File: src/hdl/pcof_pkg.sv
package pcof_pkg;

    localparam int SAMPLE_W = 12;
    localparam int GAIN_W   = 16;
    localparam int WEIGHT_W = 17;
    localparam int CUR_W    = 27;
    localparam int W_W      = 28;
    localparam int CFG_W    = 17;
    localparam int IDX_W    = 1;

    localparam logic [IDX_W-1:0] CFG_VOLTS_PER_COUNT  = 1'd0;
    localparam logic [IDX_W-1:0] CFG_SMOOTHING_WEIGHT = 1'd1;

    localparam logic [GAIN_W-1:0]   GAIN_RESET   = 16'd13517;
    localparam logic [WEIGHT_W-1:0] WEIGHT_RESET = 17'd39322;
    localparam logic [WEIGHT_W-1:0] Q16_ONE      = 17'd65536;

    typedef enum logic [1:0] {
        ST_CAL,
        ST_LOAD,
        ST_FIN,
        ST_RUN
    } pcof_state_t;

    typedef struct packed {
        logic cal_en;
        logic div_load;
        logic div_fin;
        logic s1_en;
        logic s2_en;
    } pcof_ctrl_t;

endpackage

File: src/hdl/pcof_merge.sv
module pcof_merge (
    input  logic                               clk,
    input  logic                               load,
    input  logic signed [pcof_pkg::CUR_W-1:0]  y_u,
    input  logic signed [pcof_pkg::CUR_W-1:0]  y_v,
    output logic signed [pcof_pkg::CUR_W-1:0]  phase_u,
    output logic signed [pcof_pkg::CUR_W-1:0]  phase_v,
    output logic signed [pcof_pkg::W_W-1:0]    phase_w
);

    localparam int WW = pcof_pkg::W_W;
    localparam logic signed [WW:0] W_MAX = (WW+1)'((64'sd1 <<< (WW-1)) - 64'sd1);

    logic signed [WW:0]                 w_full;
    logic signed [WW-1:0]               w_sat;
    logic signed [pcof_pkg::CUR_W-1:0]  u_reg;
    logic signed [pcof_pkg::CUR_W-1:0]  v_reg;
    logic signed [WW-1:0]               w_reg;

    assign w_full = -((WW+1)'(y_u) + (WW+1)'(y_v));
    // only both inputs at the negative limit reach past the top
    assign w_sat  = (w_full > W_MAX) ? W_MAX[WW-1:0] : w_full[WW-1:0];

    always_ff @(posedge clk)
    begin
        if (load)
        begin
            u_reg <= y_u;
            v_reg <= y_v;
            w_reg <= w_sat;
        end
    end

    assign phase_u = u_reg;
    assign phase_v = v_reg;
    assign phase_w = w_reg;

endmodule

File: config.mk
export PLATFORM = sky130hd
export DESIGN_NAME = pcof_merge
export DESIGN_NICKNAME = d
export VERILOG_FILES = /design/src/hdl/pcof_pkg.sv /design/src/hdl/pcof_merge.sv
export SDC_FILE = /design/constraint.sdc
export NUM_CORES = 1
export LEC_CHECK = 0
export BUFFER_PORTS_ARGS = -buffer_cell sky130_fd_sc_hd__buf_2
export CAP_MARGIN = 20
export CORE_MARGIN = 2
export CORE_UTILIZATION = 40
export DETAILED_ROUTE_END_ITERATION = 12
export MAX_ROUTING_LAYER = met4
export PLACE_DENSITY = 0.62
export SYNTH_ARGS = -nofsm -noshare
export SYNTH_HDL_FRONTEND = slang
export SYNTH_SLANG_ARGS = --single-unit
File: constraint.sdc
create_clock -name clk -period 3.6 [get_ports clk]
set_input_delay 0.54 -clock clk [delete_from_list [all_inputs] [get_ports clk]]
set_output_delay 0.54 -clock clk [all_outputs]
set_load 0.05 [all_outputs]
==> impl_metrics.json <==
{
  "grt_pass1_vias": 3435,
  "antenna_found_initial": 0,
  "arrival_ps": 3320,
  "die_h_um": 111,
  "drtPass1Iterations": 4,
  "fin_tns_setup_ps": 0,
  "num_antenna_cells": 0,
  "async_flop_share": 0,
  "ir_drop_mv": 0.242,
  "slew_headroom": 0.293,
  "multi_input_area_mm2": 0.00182,
  "finalSetupViolCount": 0,
  "rsz0062_at_grt": "no",
  "cts_buffers": 9,
  "path_clk_slew_ps": 60,
  "ant_nets": 0,
  "globalplace.congestion": 0.829,
  "hold_buffers": 0,
  "slowest_stage": "fa_1",
  "dpl.hpwl_mm": 6.97,
  "maxSlewViolCount": 0,
  "netlist_area_mm2": 0.00455,
  "synth-edff-count": 82,
  "die_area_mm2": 0.0122,
  "start_util": 0.414,
  "power.density_mw_per_mm2": 528,
  "grt_max_degree": 83,
  "wire_per_inst_um": 13.4,
  "worst_slack_ps": 355,
  "h-tree-depth": 3,
  "period_minus_slack_ps": 3250,
  "tightestPinTransition_ps": 1060,
  "synthFlopType": "edfxtp_1",
  "grt.met2_usage": 0.263,
  "clock_path_buffers": 2,
  "die_x_um": 111,
  "hold_path_class": "in2reg",
  "layoutNonFillerInstCount": 685,
  "status": "finished clean",
  "wl_mm": 9.18,
  "synth_area_leaders": "edfxtp_1 54%, ha_1 15%, inv_1 5.2%",
  "syn_to_final_growth_pct": 24.2,
  "path_max_fanout": 3,
  "grt.overflow.total": 0,
  "ys_ff_latch": 82,
  "final_nets": 654,
  "max_freq_mhz": 308,
  "end_kind": "flip-flop",
  "startpoint_type": "input pin",
  "root_buffer": "clkbuf_16",
  "use_met1": 0.190,
  "core_area_mm2": 0.0110,
  "yosysMostFrequentCell": "edfxtp_1",
  "vias_per_cell": 4.85,
  "drtIter0Drc": 138,
  "ys_types": 44,
  "timing.critical_path.mode_cell": "ha_1",
  "cts_resized": 0,
  "critPathKind": "in2reg",
  "grt-busiest-layer": "met2",
  "cts_tree": "yes",
  "ys.warnings.count": 0,
  "post_synth.cell_area_avg_um2": 11.5,
  "ys_seq_area_frac": 0.541,
  "layout-drive-gt1-share": 0.286,
  "grt_use_total": 0.159,
  "leakage_nw": 2.71,
  "rows": 38,
  "drv_cap": 0,
  "synth_top_area_share": 0.541,
  "yosys-top-cells-count": "82 x edfxtp_1, 63 x inv_1, 54 x ha_1",
  "numClockSinks": 82,
  "grt_util_met3": 0.0459,
  "numPortBuffers": 137,
  "fill_cells": 1016,
  "period_share": 0.901,
  "drc": 0,
  "hold_viol_final": 0,
  "syn_inst": 397,
  "postCtsSetupRepairBufs": 0,
  "pre_cts_slack_ps": 6.96,
  "crit_chain": "buf_2, ha_1, inv_1, ha_1, fa_1, a21o_1, a211oi_2, nor4_2, o211ai_1, a21boi_1, o21ai_1, a2bb2oi_1, or3b_1",
  "dp_cells": 672,
  "synth_top_area_cell": "edfxtp_1",
  "grt_pass1_wl_mm": 15.5,
  "regArea_mm2": 0.00246,
  "synth_nets": 508,
  "max_stage_delay_ps": 400,
  "crit_required_ps": 3670,
  "io_pins": 138,
  "via_count": 3325
}
-- cells in the final DEF (no fill, tap or decap), types with 2 or more instances in the layout --
| cell | synthesis | routed |
|---|---|---|
| nor2b_1 | 3 | 3 |
| nand2b_1 | 5 | 5 |
| a211oi_1 | 2 | 2 |
| o211ai_1 | 2 | 2 |
| or3b_1 | 2 | 2 |
| clkbuf_1 | 4 | 3 |
| o21ai_0 | 19 | 19 |
| nor2_1 | 16 | 16 |
| o21a_1 | 3 | 3 |
| a21o_1 | 10 | 10 |
| edfxtp_1 | 82 | 82 |
| xor2_1 | 7 | 7 |
| a31oi_1 | 4 | 4 |
| a21boi_0 | 3 | 3 |
| or3_1 | 2 | 2 |
| buf_4 | 1 | 5 |
| nand3_1 | 7 | 7 |
| o21ai_1 | 5 | 5 |
| nand2_1 | 35 | 35 |
| o21bai_1 | 4 | 4 |
| nor3_1 | 4 | 4 |
| o31a_1 | 2 | 2 |
| ha_1 | 54 | 54 |
| buf_2 | 0 | 136 |
| a21oi_1 | 27 | 27 |
| and3_1 | 5 | 5 |
| clkbuf_16 | 0 | 9 |
| xnor2_1 | 9 | 9 |
| inv_1 | 63 | 63 |
-- report_power, final --
| group | switching (mW) | internal [mW] | total (mW) | leakage [nW] |
|---|---|---|---|---|
| Sequential | 0.0312 | 1.19 | 1.23 | 0.805 |
| Clock | 0.328 | 0.455 | 0.783 | 0.118 |
| Combinational | 0.701 | 0.274 | 0.975 | 1.79 |
| Total | 1.06 | 1.92 | 2.98 | 2.71 |
-- metrics by stage --
stage / util / total power [mW] / hold WS [ps] / cell area (µm²)
floorplan: - / 1.98 / 639 / 4550
global placement: 0.493 / 2.21 / 733 / 5410
detailed placement: 0.493 / 2.22 / 732 / 5410
CTS: 0.515 / 3.02 / 384 / 5650
global route: 0.515 / 3.15 / 382 / 5650
finish: 0.515 / 2.98 / 400 / 5650
-- critical path: cells and delay by family --
family / cells / cell delay, ps
AO/OA/AOI/OAI: 6 / 1260
adder cells (fa/ha/maj): 3 / 870
AND/OR/NAND/NOR: 2 / 490
buffers and inverters: 2 / 150
-- flip-flops by register name (all words and copies together), names as in the netlist --
name / count
phase_u: 27
phase_v: 27
phase_w: 28
-- cells by family (layout without fill, tap and decap cells) --
| group | after synthesis | count (layout) | share of synthesized area |
|---|---|---|---|
| AND/OR/NAND/NOR | 85 | 85 | 0.0902 |
| buffers and inverters | 69 | 217 | 0.0594 |
| XOR/XNOR | 16 | 16 | 0.0308 |
| AO/OA/AOI/OAI | 90 | 90 | 0.126 |
| flip-flops | 82 | 82 | 0.541 |
| adder cells (fa/ha/maj) | 55 | 55 | 0.153 |
-- metal layers --
| metal | share of wire | vias up |
|---|---|---|
| li1 | - | 1704 |
| met1 | 0.47 | 1518 |
| met2 | 0.47 | 96 |
| met3 | 0.055 | 7 |
| met4 | 0.010 | 0 |
| met5 | 0 | - |
-- final cells by class --
| class | instances | area share |
|---|---|---|
| Timing Repair Buffer | 141 | 0.127 |
| Clock buffer | 12 | 0.0418 |
| Tap cell | 140 | 0.0310 |
| Sequential cell | 82 | 0.436 |
| Inverter | 63 | 0.0418 |
| Clock inverter | 1 | 0.000886 |
| Multi-Input combinational cell | 246 | 0.322 |
-- final timing paths --
| check | depth (start not counted) | start | to | slack [ps] |
|---|---|---|---|---|
| setup / recovery | 13 | y_u[1] | phase_w[26] | 350 |
| hold / removal | 1 | y_v[21] | phase_v[21] | 400 |
(Power assumes the default switching activity.)
