`src/hdl/pcof_pkg.sv`:
```
package pcof_pkg;

    localparam int SAMPLE_W = 12;
    localparam int GAIN_W   = 16;
    localparam int WEIGHT_W = 17;
    localparam int CUR_W    = 27;
    localparam int W_W      = 28;
    localparam int CFG_W    = 17;
    localparam int IDX_W    = 1;

    localparam logic [IDX_W-1:0] CFG_VOLTS_PER_COUNT  = 1'd0;
    localparam logic [IDX_W-1:0] CFG_SMOOTHING_WEIGHT = 1'd1;

    localparam logic [GAIN_W-1:0]   GAIN_RESET   = 16'd13517;
    localparam logic [WEIGHT_W-1:0] WEIGHT_RESET = 17'd39322;
    localparam logic [WEIGHT_W-1:0] Q16_ONE      = 17'd65536;

    typedef enum logic [1:0] {
        ST_CAL,
        ST_LOAD,
        ST_FIN,
        ST_RUN
    } pcof_state_t;

    typedef struct packed {
        logic cal_en;
        logic div_load;
        logic div_fin;
        logic s1_en;
        logic s2_en;
    } pcof_ctrl_t;

endpackage

```
`src/hdl/pcof_lane.sv`:
```
module pcof_lane #(
    parameter int CAL_SAMPLES = 300,
    parameter int SUM_W       = 21
) (
    input  logic                                   clk,
    input  logic                                   rst_n,
    input  pcof_pkg::pcof_ctrl_t                   ctrl,
    input  logic                                   invert,
    input  logic        [pcof_pkg::SAMPLE_W-1:0]   sample,
    input  logic        [pcof_pkg::GAIN_W-1:0]     gain,
    input  logic        [pcof_pkg::WEIGHT_W-1:0]   alpha,
    output logic signed [pcof_pkg::CUR_W-1:0]      y
);

    localparam int SW    = pcof_pkg::SAMPLE_W;
    localparam int CW    = pcof_pkg::CUR_W;
    localparam int MAG_W = SUM_W - 1;
    localparam int SHIFT = MAG_W + $clog2(CAL_SAMPLES);
    localparam int RCP_W = MAG_W + 2;

    localparam logic [RCP_W-1:0] RCP =
        RCP_W'(((64'd1 << SHIFT) + 64'(CAL_SAMPLES) - 64'd1) / 64'(CAL_SAMPLES));

    localparam logic signed [CW:0] T_MAX = (CW+1)'((64'sd1 <<< (CW-1)) - 64'sd1);
    localparam logic signed [CW:0] T_MIN = (CW+1)'(-(64'sd1 <<< (CW-1)));

    function automatic logic signed [CW-1:0] sat_cur(input logic signed [CW+3:0] v);
        logic signed [CW-1:0] r;
        if (v > (CW+4)'(T_MAX))
        begin
            r = T_MAX[CW-1:0];
        end
        else if (v < (CW+4)'(T_MIN))
        begin
            r = T_MIN[CW-1:0];
        end
        else
        begin
            r = v[CW-1:0];
        end
        return r;
    endfunction

    logic signed [SW-1:0]          a;
    logic signed [SUM_W-1:0]       sum_reg;
    logic signed [SUM_W-1:0]       sum_next;
    logic                          neg_reg;
    logic        [MAG_W-1:0]       mag_reg;
    logic        [MAG_W+RCP_W-1:0] prod;
    logic        [SW-1:0]          quot;
    logic        [SW-1:0]          quot_neg;
    logic signed [SW-1:0]          off_reg;

    logic signed [SW:0]      d;
    logic signed [SW:0]      dn;
    logic signed [29:0]      scaled;
    logic signed [CW-1:0]    t_reg;
    logic signed [CW-1:0]    t_next;

    logic signed [CW:0]      diff;
    logic signed [45:0]      mix;
    logic signed [CW+3:0]    y_sum;
    logic signed [CW-1:0]    y_reg;
    logic signed [CW-1:0]    y_next;

    // offset-binary to two's complement
    assign a = {~sample[SW-1], sample[SW-2:0]};

    assign sum_next = sum_reg + SUM_W'(a);

    // magnitude divided by the calibration count through a reciprocal multiply
    assign prod     = mag_reg * RCP;
    assign quot     = prod[SHIFT +: SW];
    assign quot_neg = -quot;

    always_ff @(posedge clk or negedge rst_n)
    begin
        if (!rst_n)
        begin
            sum_reg <= '0;
        end
        else if (ctrl.cal_en)
        begin
            sum_reg <= sum_next;
        end
    end

    always_ff @(posedge clk)
    begin
        if (ctrl.div_load)
        begin
            neg_reg <= sum_reg[SUM_W-1];
            mag_reg <= sum_reg[SUM_W-1] ? MAG_W'(-sum_reg) : MAG_W'(sum_reg);
        end
        if (ctrl.div_fin)
        begin
            off_reg <= neg_reg ? quot_neg : quot;
        end
    end

    // scale stage
    assign d      = (SW+1)'(a) - (SW+1)'(off_reg);
    assign dn     = invert ? -d : d;
    assign scaled = dn * $signed({1'b0, gain});
    assign t_next = sat_cur((CW+4)'(scaled));

    always_ff @(posedge clk)
    begin
        if (ctrl.s1_en)
        begin
            t_reg <= t_next;
        end
    end

    // filter stage: y + alpha*(t-y) >>> 16
    assign diff   = (CW+1)'(t_reg) - (CW+1)'(y_reg);
    assign mix    = diff * $signed({1'b0, alpha});
    assign y_sum  = (CW+4)'(y_reg) + (CW+4)'($signed(mix[45:16]));
    assign y_next = sat_cur(y_sum);

    always_ff @(posedge clk or negedge rst_n)
    begin
        if (!rst_n)
        begin
            y_reg <= '0;
        end
        else if (ctrl.s2_en)
        begin
            y_reg <= y_next;
        end
    end

    assign y = y_reg;

endmodule

```
`config.mk`:
```
export PLATFORM = sky130hd
export DESIGN_NAME = pcof_lane
export DESIGN_NICKNAME = d
export VERILOG_FILES = /design/src/hdl/pcof_pkg.sv /design/src/hdl/pcof_lane.sv
export SDC_FILE = /design/constraint.sdc
export NUM_CORES = 2
export LEC_CHECK = 0
export BUFFER_PORTS_ARGS = -buffer_cell sky130_fd_sc_hd__buf_4
export CORE_AREA = 2 2 283 285
export DETAILED_ROUTE_END_ITERATION = 12
export DIE_AREA = 0 0 285 287
export PLACE_DENSITY = 0.7
export RECOVER_POWER = 100
export SETUP_SLACK_MARGIN = 0.5
export SLEW_MARGIN = 20
export SYNTH_ARGS = -nofsm -noshare
export SYNTH_HDL_FRONTEND = slang
export SYNTH_SLANG_ARGS = --single-unit
```
`constraint.sdc`:
```
create_clock -name clk -period 26.5 [get_ports clk]
set_input_delay 0 -clock clk [delete_from_list [all_inputs] [get_ports clk]]
set_output_delay 0 -clock clk [all_outputs]
set_load 0.005 [all_outputs]
```
==> impl_results.md <==
* Status: finished with violations
* Failing checks: max-capacitance violations, max-slew violations
* F_max at 0.0759 GHz
* Drt drc at 0
* Most common cell after layout, fill and taps aside: inv_1
* Total Wirelength at 87.7 mm
* Number of H-tree levels at 3
* Slowest CP cell: xnor2_1
* CTS tree: built
* Worst-Margin Slew at 2920 ps
* Worst skew pair latency at 370 ps
* First-pass GRT wire length at 151 mm
* Max-slew headroom at -94.7%
* Vias/cell at 5.24
* RSZ-0062 raised after global routing: false
* Setup total negative slack at 0 ps
* HP Class: input port to flip-flop
* R2r setup slk at 13,320 ps
* Fin util at 51.0%
* Max cap viols at 4
* Unique cell type count in the Yosys netlist at 92
* Synth warnings at 0
* Met1 wire length at 40.2 mm
* Fillers at 7,422
* Fin. max-slew vios at 111
* CP startpoint kind: flip-flop
* Crit Path Class: flip-flop to flip-flop
* Fin. Hold Viols at 0
* CP dominant cell by count: fa_1
* Setup ws final at 13,320 ps
* Die area at 81,800 µm²
* Fraction of registers with async set/reset at 44.4%
* Post-Syn Area at 38,300 µm²
* CP arrival at 13,430 ps
* Number of CTS-inserted buffers at 9
* Syn Area/Cell at 9.16 µm²
* Top layer in use: met4
* GP Congestion at 0.907
* Post-synthesis register bit count at 108
* Clock Tree Root: clkbuf_16
* P&R area growth vs syn at 4.77%
* Most frequent cells in the layout: 993 x inv_1, 741 x fa_1, 465 x ha_1
* Initial core utilization at 48.7%
* Clock tree buffer depth at 2
* Final ANT Viol Nets at 0
* # nets final at 5,414
* Syn_nets at 5,435
* Post-synth top flop: edfxtp_1
* Final clock skew at 14.5 ps
* Port Buffers at 79
* DPL Wire Length at 72.2 mm
* DRT Pass-1 Iters at 5
* Cells after Synth at 4,176
* Rows at 103
* Number of global-route vias before repair at 28,900
* Crit path max-delay family: compound AO/OA/AOI/OAI gates
* GRT Total Usage at 22.8%
* Initial antenna violation count at 1
* Average wire per standard cell at 16.8 µm
* Routed wl met3 at 5.47 mm
* Layout cells sized above 1 at 4.16%
* Place WS at 14,410 ps
* # clock sinks at 108
* Die H at 287 µm
* CP endpoint kind: flip-flop
* Initial drt markers at 1,348
* Clock transition at path regs at 80 ps
* Die width at 285 µm
* Peak fanout along the critical path at 26
* WP buf/inv at 5
* Core box area at 78,600 µm²
* Fin crit period at 13,180 ps
* Critical Path RT at 26,760 ps
* Vias at 27,300
* I/O pin count at 80
* Final setup fails at 0
* Pin count of the biggest net entering global routing at 49
* EDFF count, synth at 60
* Total global routing overflow at 0
* Max incr delay on CP at 720 ps
* Post-route clock period utilization at 49.7%
* Metal2 WL at 40.4 mm
* Seq/Total Area, Yosys at 7.85%
## worst register-to-register path: cells and delay by family (launching register included)
kind,cells,cell delay [ps]
and+or+nand+nor,6,1060
DFF,1,400
AOI/OAI and AO/OA,22,6040
xor gates and xnor gates,3,990
buffers and inverters,5,300
adders and majority gates,10,4310
## cell families after synthesis
group | Yosys count | share of synthesized area [%]
XOR/XNOR | 181 | 4.16
flip-flops | 108 | 7.85
adder cells (fa/ha/maj) | 1206 | 54.0
AND/OR/NAND/NOR | 1046 | 13.7
buffers and inverters | 1135 | 11.3
multiplexers | 17 | 0.494
AO/OA/AOI/OAI | 483 | 8.59
## final timing paths
kind	startpoint	to	depth (start not counted)
worst max-delay path	y[0]	y[9]	46
worst min-delay path	ctrl[0]	y[26]	3
worst max register to register	y[0]	y[9]	46
worst min register to register	y[5]	y[5]	1
max in group asynchronous	rst_n	y[26]	2
min in group asynchronous	rst_n	sum_reg[13]	2
## metal layers
layer,GRT usage [%],vias up
met1,32.8,13700
met3,3.63,83
met2,36.8,676
li1,-,12800
met5,0,-
met4,4.35,0
## layout make-up
cell class | instances | area (µm²) | share of cell area [%]
Antenna cell | 1 | 2.50 | 0.00624
Timing Repair Buffer | 109 | 762 | 1.90
Multi-Input combinational cell | 2933 | 31000 | 77.3
Sequential cell | 108 | 3000 | 7.49
Clock inverter | 5 | 40.0 | 0.0999
Tap cell | 1050 | 1310 | 3.28
Inverter | 994 | 3730 | 9.31
Clock buffer | 11 | 254 | 0.634
## cell usage after synthesis, types with 15 or more instances
master,n,area [µm²]
edfxtp_1,60,1800
nor2b_1,86,538
nand3_1,26,130
o21a_1,17,128
nand4_1,16,100
or2_2,18,113
clkbuf_1,123,462
a21o_1,67,503
o21ai_0,93,465
inv_1,993,3730
mux2_2,15,169
xnor2_1,128,1120
a221o_1,27,270
dfrtp_1,48,1200
fa_1,741,14800
o31ai_1,19,143
nand2_1,427,1600
and3_1,20,125
and2_1,254,1590
nor2_1,98,368
xor2_1,52,455
ha_1,465,5820
o21bai_1,17,128
nor3_1,23,115
nand2b_1,25,156
a21oi_1,127,636
## timing repair
action / CTS / global route
endpoints found under the hold margin: 61 / 0
hold buffers: 3 / 0
buffers inserted: 0 / 0
resized for setup: 0 / 0
## per-stage QoR
stage / instance area (µm²) / std cells / hold WS (ps)
final: 40100 / 5211 / 29.1
after global routing: 40100 / 5211 / 31.3
after CTS: 40200 / 5210 / 11.0
after detailed placement: 39900 / 5191 / 98.9
after global placement: 39900 / 5191 / 95.5
after floorplan: 38300 / 4176 / -296
Power is left out: the tool's default activity adds up to more than one toggle a clock period on the data nets, which glitch-free logic cannot reach.
